--- config.mk ---
export PLATFORM = sky130hd
export DESIGN_NAME = uart_tx_rx_ring_buffers_unit
export DESIGN_NICKNAME = d
export VERILOG_FILES = /design/src/rtl/core/utrb_pkg.sv /design/src/rtl/core/uart_tx_rx_ring_buffers_unit.sv /design/src/rtl/core/utrb_ram.sv /design/src/rtl/core/utrb_ctrl.sv /design/src/rtl/core/utrb_dpath.sv
export SDC_FILE = /design/constraint.sdc
export NUM_CORES = 1
export LEC_CHECK = 0
export BUFFER_PORTS_ARGS = -buffer_cell sky130_fd_sc_hd__buf_2
export CAP_MARGIN = 40
export CORE_UTILIZATION = 62
export CTS_CLUSTER_SIZE = 40
export DETAILED_ROUTE_END_ITERATION = 12
export PLACE_DENSITY = 0.79
export RECOVER_POWER = 25
export SYNTH_ARGS = -nofsm -noshare
export SYNTH_HDL_FRONTEND = slang
export SYNTH_SLANG_ARGS = --single-unit
--- constraint.sdc ---
create_clock -name clk -period 3 [get_ports clk]
set_input_delay 0.15 -clock clk [delete_from_list [all_inputs] [get_ports clk]]
set_output_delay 0.15 -clock clk [all_outputs]
set_load 0.03 [all_outputs]
--- src/rtl/core/utrb_pkg.sv ---
// utrb_pkg: shared types and constants for the serial port ring buffer unit
// no dependencies; used by every module of the unit except utrb_ram, by scoped name

package utrb_pkg;

  // event codes carried in req_type
  localparam logic [1:0] REQ_RX_BYTE  = 2'd0;
  localparam logic [1:0] REQ_HOST_WR  = 2'd1;
  localparam logic [1:0] REQ_HOST_RD  = 2'd2;
  localparam logic [1:0] REQ_TX_READY = 2'd3;

  // one input transaction
  typedef struct packed {
    logic [1:0] req_type;
    logic [7:0] byte_in;
    logic       rx_error;
  } req_t;

  // one result transaction
  typedef struct packed {
    logic       tx_valid;
    logic [7:0] tx_byte;
    logic       rx_valid;
    logic [7:0] rx_byte;
    logic       accepted;
    logic       rx_pending;
    logic       tx_idle;
  } rsp_t;

  // controller states
  typedef enum logic [1:0] {
    ST_IDLE,
    ST_EXEC,
    ST_DONE
  } state_t;

  // commands from controller to datapath
  typedef struct packed {
    logic load;
    logic exec;
  } cmd_t;

endpackage

--- src/rtl/core/uart_tx_rx_ring_buffers_unit.sv ---
// uart_tx_rx_ring_buffers_unit: transmit and receive ring buffers of a serial port
// sequence: a taken transaction passes ST_EXEC; result strobe done rises in ST_DONE
// steps: capture, buffer access, result, with no new transaction taken meanwhile;
//   the registered read port of each buffer ram sets the middle step
// reset: synchronous active high rst empties both buffers; ram contents stay undefined
// the receiver cannot stall: each result is flagged by done for exactly one cycle

module uart_tx_rx_ring_buffers_unit #(
  parameter int TX_DEPTH = 32,
  parameter int RX_DEPTH = 32
) (
  input  logic           clk,
  input  logic           rst,
  input  logic           start,
  output logic           busy,
  input  utrb_pkg::req_t req,
  output logic           done,
  output utrb_pkg::rsp_t rsp
);

  utrb_pkg::cmd_t cmd;

  // sequencing
  utrb_ctrl u_ctrl (
    .clk   (clk),
    .rst   (rst),
    .start (start),
    .busy  (busy),
    .done  (done),
    .cmd   (cmd)
  );

  // buffers and pointers
  utrb_dpath #(
    .TX_DEPTH (TX_DEPTH),
    .RX_DEPTH (RX_DEPTH)
  ) u_dpath (
    .clk (clk),
    .rst (rst),
    .cmd (cmd),
    .req (req),
    .rsp (rsp)
  );

endmodule

--- src/rtl/core/utrb_ram.sv ---
// utrb_ram: generic single write port, single read port ram with registered read
// no dependencies

module utrb_ram #(
  parameter int WIDTH = 8,
  parameter int DEPTH = 32
) (
  input  logic                     clk,
  input  logic                     we,
  input  logic [$clog2(DEPTH)-1:0] waddr,
  input  logic [WIDTH-1:0]         wdata,
  input  logic [$clog2(DEPTH)-1:0] raddr,
  output logic [WIDTH-1:0]         rdata
);

  logic [WIDTH-1:0] mem [DEPTH];

  // write port and registered read port
  always_ff @(posedge clk) begin
    if (we) begin
      mem[waddr] <= wdata;
    end
    rdata <= mem[raddr];
  end

endmodule

--- src/rtl/core/utrb_ctrl.sv ---
// utrb_ctrl: controller state machine sequencing one transaction at a time
// depends on utrb_pkg

module utrb_ctrl (
  input  logic            clk,
  input  logic            rst,
  input  logic            start,
  output logic            busy,
  output logic            done,
  output utrb_pkg::cmd_t  cmd
);

  utrb_pkg::state_t state;
  utrb_pkg::state_t state_next;

  // state register
  always_ff @(posedge clk) begin
    if (rst) begin
      state <= utrb_pkg::ST_IDLE;
    end else begin
      state <= state_next;
    end
  end

  // next state and commands
  always_comb begin
    state_next = state;
    cmd.load   = 1'b0;
    cmd.exec   = 1'b0;
    busy       = 1'b1;
    done       = 1'b0;
    case (state)
      utrb_pkg::ST_IDLE: begin
        busy = 1'b0;
        if (start) begin
          cmd.load   = 1'b1;
          state_next = utrb_pkg::ST_EXEC;
        end
      end
      utrb_pkg::ST_EXEC: begin
        cmd.exec   = 1'b1;
        state_next = utrb_pkg::ST_DONE;
      end
      utrb_pkg::ST_DONE: begin
        done       = 1'b1;
        state_next = utrb_pkg::ST_IDLE;
      end
      default: begin
        state_next = utrb_pkg::ST_IDLE;
      end
    endcase
  end

endmodule

--- src/rtl/core/utrb_dpath.sv ---
// utrb_dpath: ring buffer pointers, flags and the two buffer rams
// depends on utrb_pkg and utrb_ram

module utrb_dpath #(
  parameter int TX_DEPTH = 32,
  parameter int RX_DEPTH = 32
) (
  input  logic           clk,
  input  logic           rst,
  input  utrb_pkg::cmd_t cmd,
  input  utrb_pkg::req_t req,
  output utrb_pkg::rsp_t rsp
);

  localparam int TX_AW = $clog2(TX_DEPTH);
  localparam int RX_AW = $clog2(RX_DEPTH);
  localparam logic [TX_AW-1:0] TX_LAST = TX_AW'(TX_DEPTH - 1);
  localparam logic [RX_AW-1:0] RX_LAST = RX_AW'(RX_DEPTH - 1);

  utrb_pkg::req_t   req_q;
  logic [TX_AW-1:0] tx_rp, tx_rp_next, tx_wp, tx_wp_next, tx_rp_inc, tx_wp_inc;
  logic [RX_AW-1:0] rx_rp, rx_rp_next, rx_wp, rx_wp_next, rx_rp_inc, rx_wp_inc;
  logic             rx_has_data, rx_has_data_next;
  logic             tx_empty, tx_empty_next;
  logic             txv, txv_next, rxv, rxv_next, acc, acc_next;
  logic             tx_full;
  logic             tx_we, rx_we;
  logic [7:0]       tx_rdata, rx_rdata;

  // request capture
  always_ff @(posedge clk) begin
    if (cmd.load) begin
      req_q <= req;
    end
  end

  // wrapping pointer increments
  assign tx_rp_inc = (tx_rp == TX_LAST) ? '0 : tx_rp + 1'b1;
  assign tx_wp_inc = (tx_wp == TX_LAST) ? '0 : tx_wp + 1'b1;
  assign rx_rp_inc = (rx_rp == RX_LAST) ? '0 : rx_rp + 1'b1;
  assign rx_wp_inc = (rx_wp == RX_LAST) ? '0 : rx_wp + 1'b1;

  assign tx_full = (tx_wp == tx_rp) && !tx_empty;

  // event decode and state update
  always_comb begin
    tx_rp_next       = tx_rp;
    tx_wp_next       = tx_wp;
    rx_rp_next       = rx_rp;
    rx_wp_next       = rx_wp;
    rx_has_data_next = rx_has_data;
    tx_empty_next    = tx_empty;
    txv_next         = txv;
    rxv_next         = rxv;
    acc_next         = acc;
    tx_we            = 1'b0;
    rx_we            = 1'b0;
    if (cmd.exec) begin
      txv_next = 1'b0;
      rxv_next = 1'b0;
      acc_next = 1'b0;
      case (req_q.req_type)
        utrb_pkg::REQ_RX_BYTE: begin
          if (!req_q.rx_error) begin
            rx_we            = 1'b1;
            rx_wp_next       = rx_wp_inc;
            rx_has_data_next = 1'b1;
          end
        end
        utrb_pkg::REQ_HOST_WR: begin
          if (!tx_full) begin
            tx_we         = 1'b1;
            tx_wp_next    = tx_wp_inc;
            tx_empty_next = 1'b0;
            acc_next      = 1'b1;
          end
        end
        utrb_pkg::REQ_HOST_RD: begin
          if (rx_has_data) begin
            rxv_next   = 1'b1;
            rx_rp_next = rx_rp_inc;
            if (rx_rp_inc == rx_wp) begin
              rx_has_data_next = 1'b0;
            end
          end
        end
        utrb_pkg::REQ_TX_READY: begin
          if (!tx_empty) begin
            txv_next   = 1'b1;
            tx_rp_next = tx_rp_inc;
            if (tx_rp_inc == tx_wp) begin
              tx_empty_next = 1'b1;
            end
          end
        end
        default: begin
          txv_next = 1'b0;
        end
      endcase
    end
  end

  // pointer, flag and result registers
  always_ff @(posedge clk) begin
    if (rst) begin
      tx_rp       <= '0;
      tx_wp       <= '0;
      rx_rp       <= '0;
      rx_wp       <= '0;
      rx_has_data <= 1'b0;
      tx_empty    <= 1'b1;
      txv         <= 1'b0;
      rxv         <= 1'b0;
      acc         <= 1'b0;
    end else begin
      tx_rp       <= tx_rp_next;
      tx_wp       <= tx_wp_next;
      rx_rp       <= rx_rp_next;
      rx_wp       <= rx_wp_next;
      rx_has_data <= rx_has_data_next;
      tx_empty    <= tx_empty_next;
      txv         <= txv_next;
      rxv         <= rxv_next;
      acc         <= acc_next;
    end
  end

  // transmit buffer, read at the read pointer every cycle
  utrb_ram #(
    .WIDTH (8),
    .DEPTH (TX_DEPTH)
  ) u_tx_ram (
    .clk   (clk),
    .we    (tx_we),
    .waddr (tx_wp),
    .wdata (req_q.byte_in),
    .raddr (tx_rp),
    .rdata (tx_rdata)
  );

  // receive buffer
  utrb_ram #(
    .WIDTH (8),
    .DEPTH (RX_DEPTH)
  ) u_rx_ram (
    .clk   (clk),
    .we    (rx_we),
    .waddr (rx_wp),
    .wdata (req_q.byte_in),
    .raddr (rx_rp),
    .rdata (rx_rdata)
  );

  // result fields, bytes forced to zero when not valid
  assign rsp.tx_valid   = txv;
  assign rsp.tx_byte    = txv ? tx_rdata : 8'd0;
  assign rsp.rx_valid   = rxv;
  assign rsp.rx_byte    = rxv ? rx_rdata : 8'd0;
  assign rsp.accepted   = acc;
  assign rsp.rx_pending = rx_has_data;
  assign rsp.tx_idle    = tx_empty;

endmodule

==> parameters.txt, run 1 <==
Parameter                              Value

Status
  Violations in the final reports ... capacitance limit, slew limit
  Outcome ... finished, violations left

Logic synthesis
  EDFF count, synth ... ~520
  Gate count after technology mapping ... 1,192
  Most instantiated flip-flop cell in the synthesis netlist ... edfxtp_1
  Distinct cell type count after synthesis ... 54
  Cell area after synthesis ... 22,300 sq um
  Synthesis-stage register bit count ... ~570
  Average size of a mapped cell ... between 15 and 20 sq um
  Synthesis warning total ... 0
  Post-synthesis sequential area ratio ... around three quarters
  Synth Net Count ... 1,220
  Asr flop ratio synth ... 0%

Die
  Die Wd ... 191 microns
  Full die area ... about 37,000 sq um
  Top-Level Pins ... 37
  Starting utilization of the core area ... a little over three fifths
  DIE HEIGHT ... 191 microns
  Area of the core ... around 35,000 sq um
  Number of rows created at floorplan ... 69

Clock tree
  Clock buffers created by TritonCTS ... 54
  Insertion delay to the later sink of the worst-skew pair ... about 600 ps
  Hold bufs inserted after CTS ... 12
  Clk sink count ... between 500 and 600
  CTS clk-pin slew, worst paths ... approximately 60 ps
  Number of buffers between clock root and the deepest sink ... 3
  Post-CTS repair timing setup buffer count ... 0
  Master cell of the clock root buffer ... clkbuf_16
  H-Tree Level Count ... 2
  TritonCTS clock tree ... done
  # resized after CTS ... 0

Finish
  Antenna cell count ... 0
  Most common cell after layout, fill and taps aside ... edfxtp_1
  Layout overhead on the synthesized area ... 12.2%
  Final Core Density ... 70.4%
  Net count, final ... roughly 1,300
  Fraction of layout cells with a size suffix above 1 ... a little over a fifth
  Most frequent cells in the layout ... edfxtp_1, mux4_2, mux2i_1

Pwr
  Worst IR Drop VDD ... approximately 0.45 mV
  Leak Pwr ... between 8 and 9 nW
  Power density of the placed cells ... about 630 nW/um^2

Critical path
  Kind of end point of the critical path ... flop
  Worst setup slack for register-to-register paths ... 490 ps
  Kind of start point of the critical path ... flop
  Worst setup path startpoint ... u_dpath.rx_rp[2]
  Stage delay of the slowest cell on the critical path ... between 600 and 700 ps
  Endpoint of the worst-slack reg-to-reg timing path ... u_dpath.u_rx_ram.rdata[1]
  R2R depth ... 5
  Standard cell with the maximum stage delay on the critical path ... dfxtp_2
  Critical path required time ... about 3500 ps
  Launch instance of the worst register-to-register path ... u_dpath.rx_rp[2]
  Capture point of the worst path ... u_dpath.u_rx_ram.rdata[1]
  Cell chain of the critical path ... buf_4, mux4_2, a2111oi_0, buf_4, a21oi_1
  Maximum net fanout on the critical path ... 27
  CP dominant cell by count ... buf_4
  Arrival time worst endpoint ... a little under 3000 ps
  Startpoint-to-endpoint class of the critical path ... reg2reg

Timing
  Fmax achieved ... around 400 MHz
  Final Max Tran Viols ... 195
  Setup TNS ... 0 ps
  # setup viols final ... 0
  Minimum hold slack ... around 46 ps
  Setup repair after global routing missed its margin ... false
  Final critical-path required period ... roughly 2500 ps
  Max Clock Skew ... roughly 30 ps
  Tcrit/Tclk final ... between 80% and 90%
  Tightest Pin Transition ... 1630 ps
  Headroom to the max-slew limit ... -8.86%
  Setup ws final ... 492 ps
  Final hold violation count ... 0

Detailed routing
  DRC violations left ... 0
  Count of vias placed by the detailed router ... between 10,000 and 15,000
  Iteration-0 DRC count of the detailed router ... about 1,600
  Number of vias per cell after detailed routing ... 6.72
  Detailed-router iteration count before antenna repair ... 7
  Drt wl/cell ... ~28 microns
  Total wire length ... 49,400 microns
  Routed Antenna Nets ... 0

Placed design
  Buffers on Ports ... 36
  Detailed placer's ending HPWL ... between 20,000 and 30,000 microns
  Worst setup timing slack at the placement stage ... 510 ps
  Placer Congestion ... about 0.86

Global routing
  Number of antenna violations at the first check in global routing ... 0
  Via count of the first global-routing pass ... 11,800
  Total global routing track utilization ... about 28%
  Largest net degree at the start of global routing ... 65
  Final global-route overflow total ... 0
  Global-route wire length before repair ... 73,100 microns

Flow run
  Max-cap check violation count ... 3

Worst hold path
  Type of the tightest min-delay check ... in2reg
-- critical path: cells and delay by family, from the launching register on --
| family | cells | cell delay, ps |
|---|---|---|
| DFF | 1 | 650 |
| buffers and inverters | 2 | 700 |
| AOI/OAI and AO/OA | 2 | 660 |
| muxes | 1 | 380 |
-- power breakdown --
| part | leakage, nW | internal, W | switching (W) |
|---|---|---|---|
| clock network | 0.858 | 0.00384 | 0.00288 |
| registers | 5.06 | 0.00866 | 0.0000199 |
| logic | 2.09 | 0.0000452 | 0.000190 |
-- layer usage --
layer / GRT usage, % / wire length (microns) / vias up
met4: 7.20 / 1040 / 0
met5: 0 / 0 / -
met1: 41.0 / 19200 / 6067
met3: 4.98 / 5510 / 99
met2: 42.6 / 23600 / 831
li1: - / - / 5030
-- registers in the layout, summed over array words and instances, names as in the netlist, 8 cells and up --
name and cells:
u_dpath.u_rx_ram.rdata 8, u_dpath.req_q 11, u_dpath.u_tx_ram.mem 256, u_dpath.u_tx_ram.rdata 8
u_dpath.u_rx_ram.mem 256
-- cells by family (layout without fill, tap and decap cells) --
kind of cell / Yosys count / after routing / synth area share [%]
flops: 566 / 566 / 74.4
simple gates: 207 / 207 / 5.08
mux: 167 / 167 / 12.9
compound gates: 142 / 142 / 4.39
buf+inv: 80 / 216 / 1.83
xor+xnor: 16 / 16 / 0.630
fa+ha+maj: 14 / 14 / 0.787
-- metrics by stage --
step                total power, W  cell area, sq um  cells
finish                      0.0156             25000   1789
floorplan                  0.00894             22300   1192
global route                0.0160             25000   1789
CTS                         0.0157             25000   1789
detailed placement         0.00906             23100   1676
global placement           0.00905             23100   1675
-- Yosys cell counts (all sizes together) (14+ instances only) --
cell type,count,share of area (%)
mux2i,72,3.2
nand2,22,0.37
o221ai,17,0.67
nor2,53,0.89
a22oi,23,0.78
and2,18,0.51
clkbuf,27,0.46
ha,14,0.79
a21oi,40,0.90
edfxtp,523,71
mux4,95,9.6
and3,41,1.2
dfxtp,43,3.9
buf,43,1.2
-- worst min-delay path by stage --
stage | startpoint | to | slack (ps) | cells past startpoint
4_1_cts | rst | u_dpath.rx_rp[4] | 20 | 2
3_5_place_dp | req[7] | u_dpath.req_q[7] | 330 | 1
6_report | rst | u_dpath.rx_rp[4] | 50 | 2
2_1_floorplan | req[0] | u_dpath.req_q[0] | 250 | 0
5_1_grt | rst | u_dpath.rx_rp[4] | 50 | 2
3_3_place_gp | req[7] | u_dpath.req_q[7] | 330 | 1
-- area by class of cell --
| cell class | instances | area [sq um] |
|---|---|---|
| repair buffers | 105 | 749 |
| flip-flops and latches | 566 | 16600 |
| clock inverters | 33 | 328 |
| well taps | 461 | 577 |
| inverters | 10 | 37.5 |
| clock buffers | 68 | 1430 |
| multi-input cells | 546 | 5280 |
| fillers | 2061 | 10500 |
(Power assumes the default switching activity.)
==> run 2: changes to the inputs <==
--- a/config.mk
+++ b/config.mk
@@ -7,10 +7,10 @@
 export LEC_CHECK = 0
 export BUFFER_PORTS_ARGS = -buffer_cell sky130_fd_sc_hd__buf_2
 export CAP_MARGIN = 40
-export CORE_UTILIZATION = 62
+export CORE_UTILIZATION = 56
 export CTS_CLUSTER_SIZE = 40
 export DETAILED_ROUTE_END_ITERATION = 12
-export PLACE_DENSITY = 0.79
+export PLACE_DENSITY = 0.75
 export RECOVER_POWER = 25
 export SYNTH_ARGS = -nofsm -noshare
 export SYNTH_HDL_FRONTEND = slang
==> constraint.sdc (replaced) <==
create_clock -name clk -period 2.1 [get_ports clk]
set_input_delay 0.105 -clock clk [delete_from_list [all_inputs] [get_ports clk]]
set_output_delay 0.105 -clock clk [all_outputs]
set_load 0.03 [all_outputs]
==> parameters.txt, run 2 (synthesized netlist as in run 1, its figures left out) <==
Parameter                              Value

Detailed routing
  Detailed-router iteration count before antenna repair ... 5 (was 7)
  DRC violations left ... 0 (unchanged)
  Number of vias per cell after detailed routing ... 6.22 (was 6.72)
  Count of vias placed by the detailed router ... 12,200 (was 12,000)
  Met3 wire len ... 4200 microns (was 5510 microns)
  Iteration-0 DRC count of the detailed router ... 1,199 (was 1,637)
  Total routed wire length on the met1 layer ... 20,400 microns (was 19,200 microns)
  Topmost layer with routed signal wires ... met4 (unchanged)
  Total met2 wirelength after detailed routing ... 24,700 microns (was 23,600 microns)
  Drt wl/cell ... 25.7 microns (was 27.6 microns)
  Total wire length ... 50,300 microns (was 49,400 microns)
  Routed Antenna Nets ... 0 (unchanged)

Critical path
  Launch instance of the worst register-to-register path ... u_dpath.rx_rp[3] (was u_dpath.rx_rp[2])
  Worst setup path startpoint ... u_dpath.rx_rp[3] (was u_dpath.rx_rp[2])
  Maximum net fanout on the critical path ... 11 (was 27)
  Kind of end point of the critical path ... flop (unchanged)
  Arrival time worst endpoint ... 2620 ps (was 2980 ps)
  Worst setup slack for register-to-register paths ... -2 ps (was 490 ps)
  R2R depth ... 6 (was 5)
  Capture point of the worst path ... u_dpath.u_rx_ram.rdata[6] (was u_dpath.u_rx_ram.rdata[1])
  Critical path required time ... 2620 ps (was 3470 ps)
  Startpoint-to-endpoint class of the critical path ... reg2reg (unchanged)
  Endpoint of the worst-slack reg-to-reg timing path ... u_dpath.u_rx_ram.rdata[6] (was u_dpath.u_rx_ram.rdata[1])
  Kind of start point of the critical path ... flop (unchanged)

Global routing
  Number of antenna violations at the first check in global routing ... 0 (unchanged)
  Final global-route overflow total ... 0 (unchanged)
  Total global routing track utilization ... 25.0% (was 27.5%)
  Via count of the first global-routing pass ... 12,400 (was 11,800)
  Global-route wire length before repair ... 75,200 microns (was 73,100 microns)
  Largest net degree at the start of global routing ... 65 (unchanged)

Timing
  Tightest Pin Transition ... 1540 ps (was 1630 ps)
  Fmax achieved ... 476 MHz (was 399 MHz)
  Final critical-path required period ... 2100 ps (was 2510 ps)
  Final Max Tran Viols ... 65 (was 195)
  Setup repair after global routing missed its margin ... true (was false)
  Final hold violation count ... 0 (unchanged)
  Setup TNS ... -2.28 ps (was 0 ps)
  Minimum hold slack ... 218 ps (was 46.1 ps)
  Headroom to the max-slew limit ... -2.88% (was -8.86%)
  Max Clock Skew ... 14.0 ps (was 30.1 ps)
  Setup ws final ... -2.28 ps (was 492 ps)
  Tcrit/Tclk final ... 100% (was 83.6%)
  # setup viols final ... 1 (was 0)

Die
  Die Wd ... 201 microns (was 191 microns)
  Full die area ... 40,500 sq um (was 36,700 sq um)
  Starting utilization of the core area ... 57.2% (was 62.7%)
  Top-Level Pins ... 37 (unchanged)
  Number of rows created at floorplan ... 72 (was 69)
  Area of the core ... 38,900 sq um (was 35,500 sq um)
  DIE HEIGHT ... 201 microns (was 191 microns)

Status
  Outcome ... finished, violations left (unchanged)
  Violations in the final reports ... capacitance limit, slew limit, setup timing (was capacitance limit, slew limit)

Finish
  Net count, final ... 1,424 (was 1,311)
  Fraction of layout cells with a size suffix above 1 ... 30.1% (was 21.4%)
  Layout overhead on the synthesized area ... 19.6% (was 12.2%)
  Summed area of non-filler cells in the final layout ... 26,600 sq um (was 25,000 sq um)
  Final Core Density ... 68.4% (was 70.4%)
  Leading registers by flop count ... u_dpath.u_rx_ram.mem x256, u_dpath.u_tx_ram.mem x256, u_dpath.req_q x11 (unchanged)
  Most common cell after layout, fill and taps aside ... edfxtp_1 (unchanged)
  Antenna cell count ... 0 (unchanged)
  Most frequent cells in the layout ... edfxtp_1, buf_4, mux4_2 (was edfxtp_1, mux4_2, mux2i_1)

Clock tree
  TritonCTS clock tree ... done (unchanged)
  Clock buffers created by TritonCTS ... 54 (unchanged)
  CTS clk-pin slew, worst paths ... 60 ps (about the same)
  Master cell of the clock root buffer ... clkbuf_16 (unchanged)
  Clk sink count ... 566 (unchanged)
  Insertion delay to the later sink of the worst-skew pair ... 600 ps (about the same)
  H-Tree Level Count ... 2 (unchanged)
  Number of buffers between clock root and the deepest sink ... 3 (unchanged)

Pwr
  Final Power ... 0.0221 W (was 0.0156 W)
  Leak Pwr ... 8.68 nW (was 8.01 nW)
  Power density of the placed cells ... 831 nW/um^2 (was 626 nW/um^2)
  Worst IR Drop VDD ... 0.542 mV (was 0.449 mV)

Placed design
  Placer Congestion ... 0.835 (was 0.857)
  Buffers on Ports ... 36 (unchanged)
  Detailed placer's ending HPWL ... 30,400 microns (was 28,700 microns)
  Cell area reported after detailed placement ... 24,400 sq um (was 23,100 sq um)

Worst hold path
  Type of the tightest min-delay check ... in2reg (unchanged)

Flow run
  Max-cap check violation count ... 1 (was 3)
run 2: cell types whose count changed in the layout (fill, tap and decap cells not counted), moves of 5 or more:
| cell | change |
|---|---|
| buf_12 | +36 |
| a2111oi_0 | -7 |
| and3_4 | +18 |
| a2111oi_2 | +5 |
| buf_4 | +72 |
| and3_1 | -18 |
run 2: area by class of cell:
type / instances / area, sq um
repair buffers: 218 / 2100
multi-input cells: 546 / 5540
clock buffers: 74 / 1490
clock inverters: 25 / 225
well taps: 518 / 648
inverters: 10 / 37.5
flip-flops and latches: 566 / 16600
fillers: 2397 / 12300
run 2: worst max-delay path, stage by stage, from the launching register on:
cell	delay (ps)
dfxtp_1	670
nand3b_1	430
buf_4	310
o221ai_1	240
a211oi_2	60
buf_4	150
a31oi_1	150
run 2: what timing repair did:
action                     4_1_cts  5_1_grt
setup buffers                   10        3
gates cloned                     0        2
pin swaps                        1        6
hold endpoints to repair        25        0
gates resized for setup          5       52
hold buffers                    13        0
setup endpoints to repair      226      277
run 2: worst min path at each step:
| stage | startpoint | to | slack (ps) | cells after the start |
|---|---|---|---|---|
| 3_3_place_gp | req[3] | u_dpath.req_q[3] | 280 | 1 |
| 4_1_cts | req[9] | u_dpath.req_q[9] | 190 | 2 |
| 3_5_place_dp | req[9] | u_dpath.req_q[9] | 280 | 1 |
| 6_report | req[6] | u_dpath.req_q[6] | 220 | 2 |
| 5_1_grt | req[6] | u_dpath.req_q[6] | 190 | 2 |
| 2_1_floorplan | req[0] | u_dpath.req_q[0] | 200 | 0 |
run 2: stage by stage:
step	instances	setup slack, ps
6_report	1957	-2.28
5_1_grt	1957	-62.5
3_5_place_dp	1830	-175
3_3_place_gp	1829	-132
4_1_cts	1952	10.5
2_1_floorplan	1192	29.1
run 2: metal layers:
metal / up-vias / global-route usage [%]
met1: 6237 / 36.0
met2: 595 / 40.0
met4: 0 / 6.33
li1: 5265 / -
met3: 75 / 4.58
met5: - / 0
run 2: where the power goes:
group	internal [W]	switching [W]	total [W]	leakage, nW
clock network	0.00533	0.00405	0.00938	0.831
registers	0.0124	0.0000180	0.0124	5.06
logic	0.0000874	0.000274	0.000362	2.79
total	0.0178	0.00434	0.0221	8.68
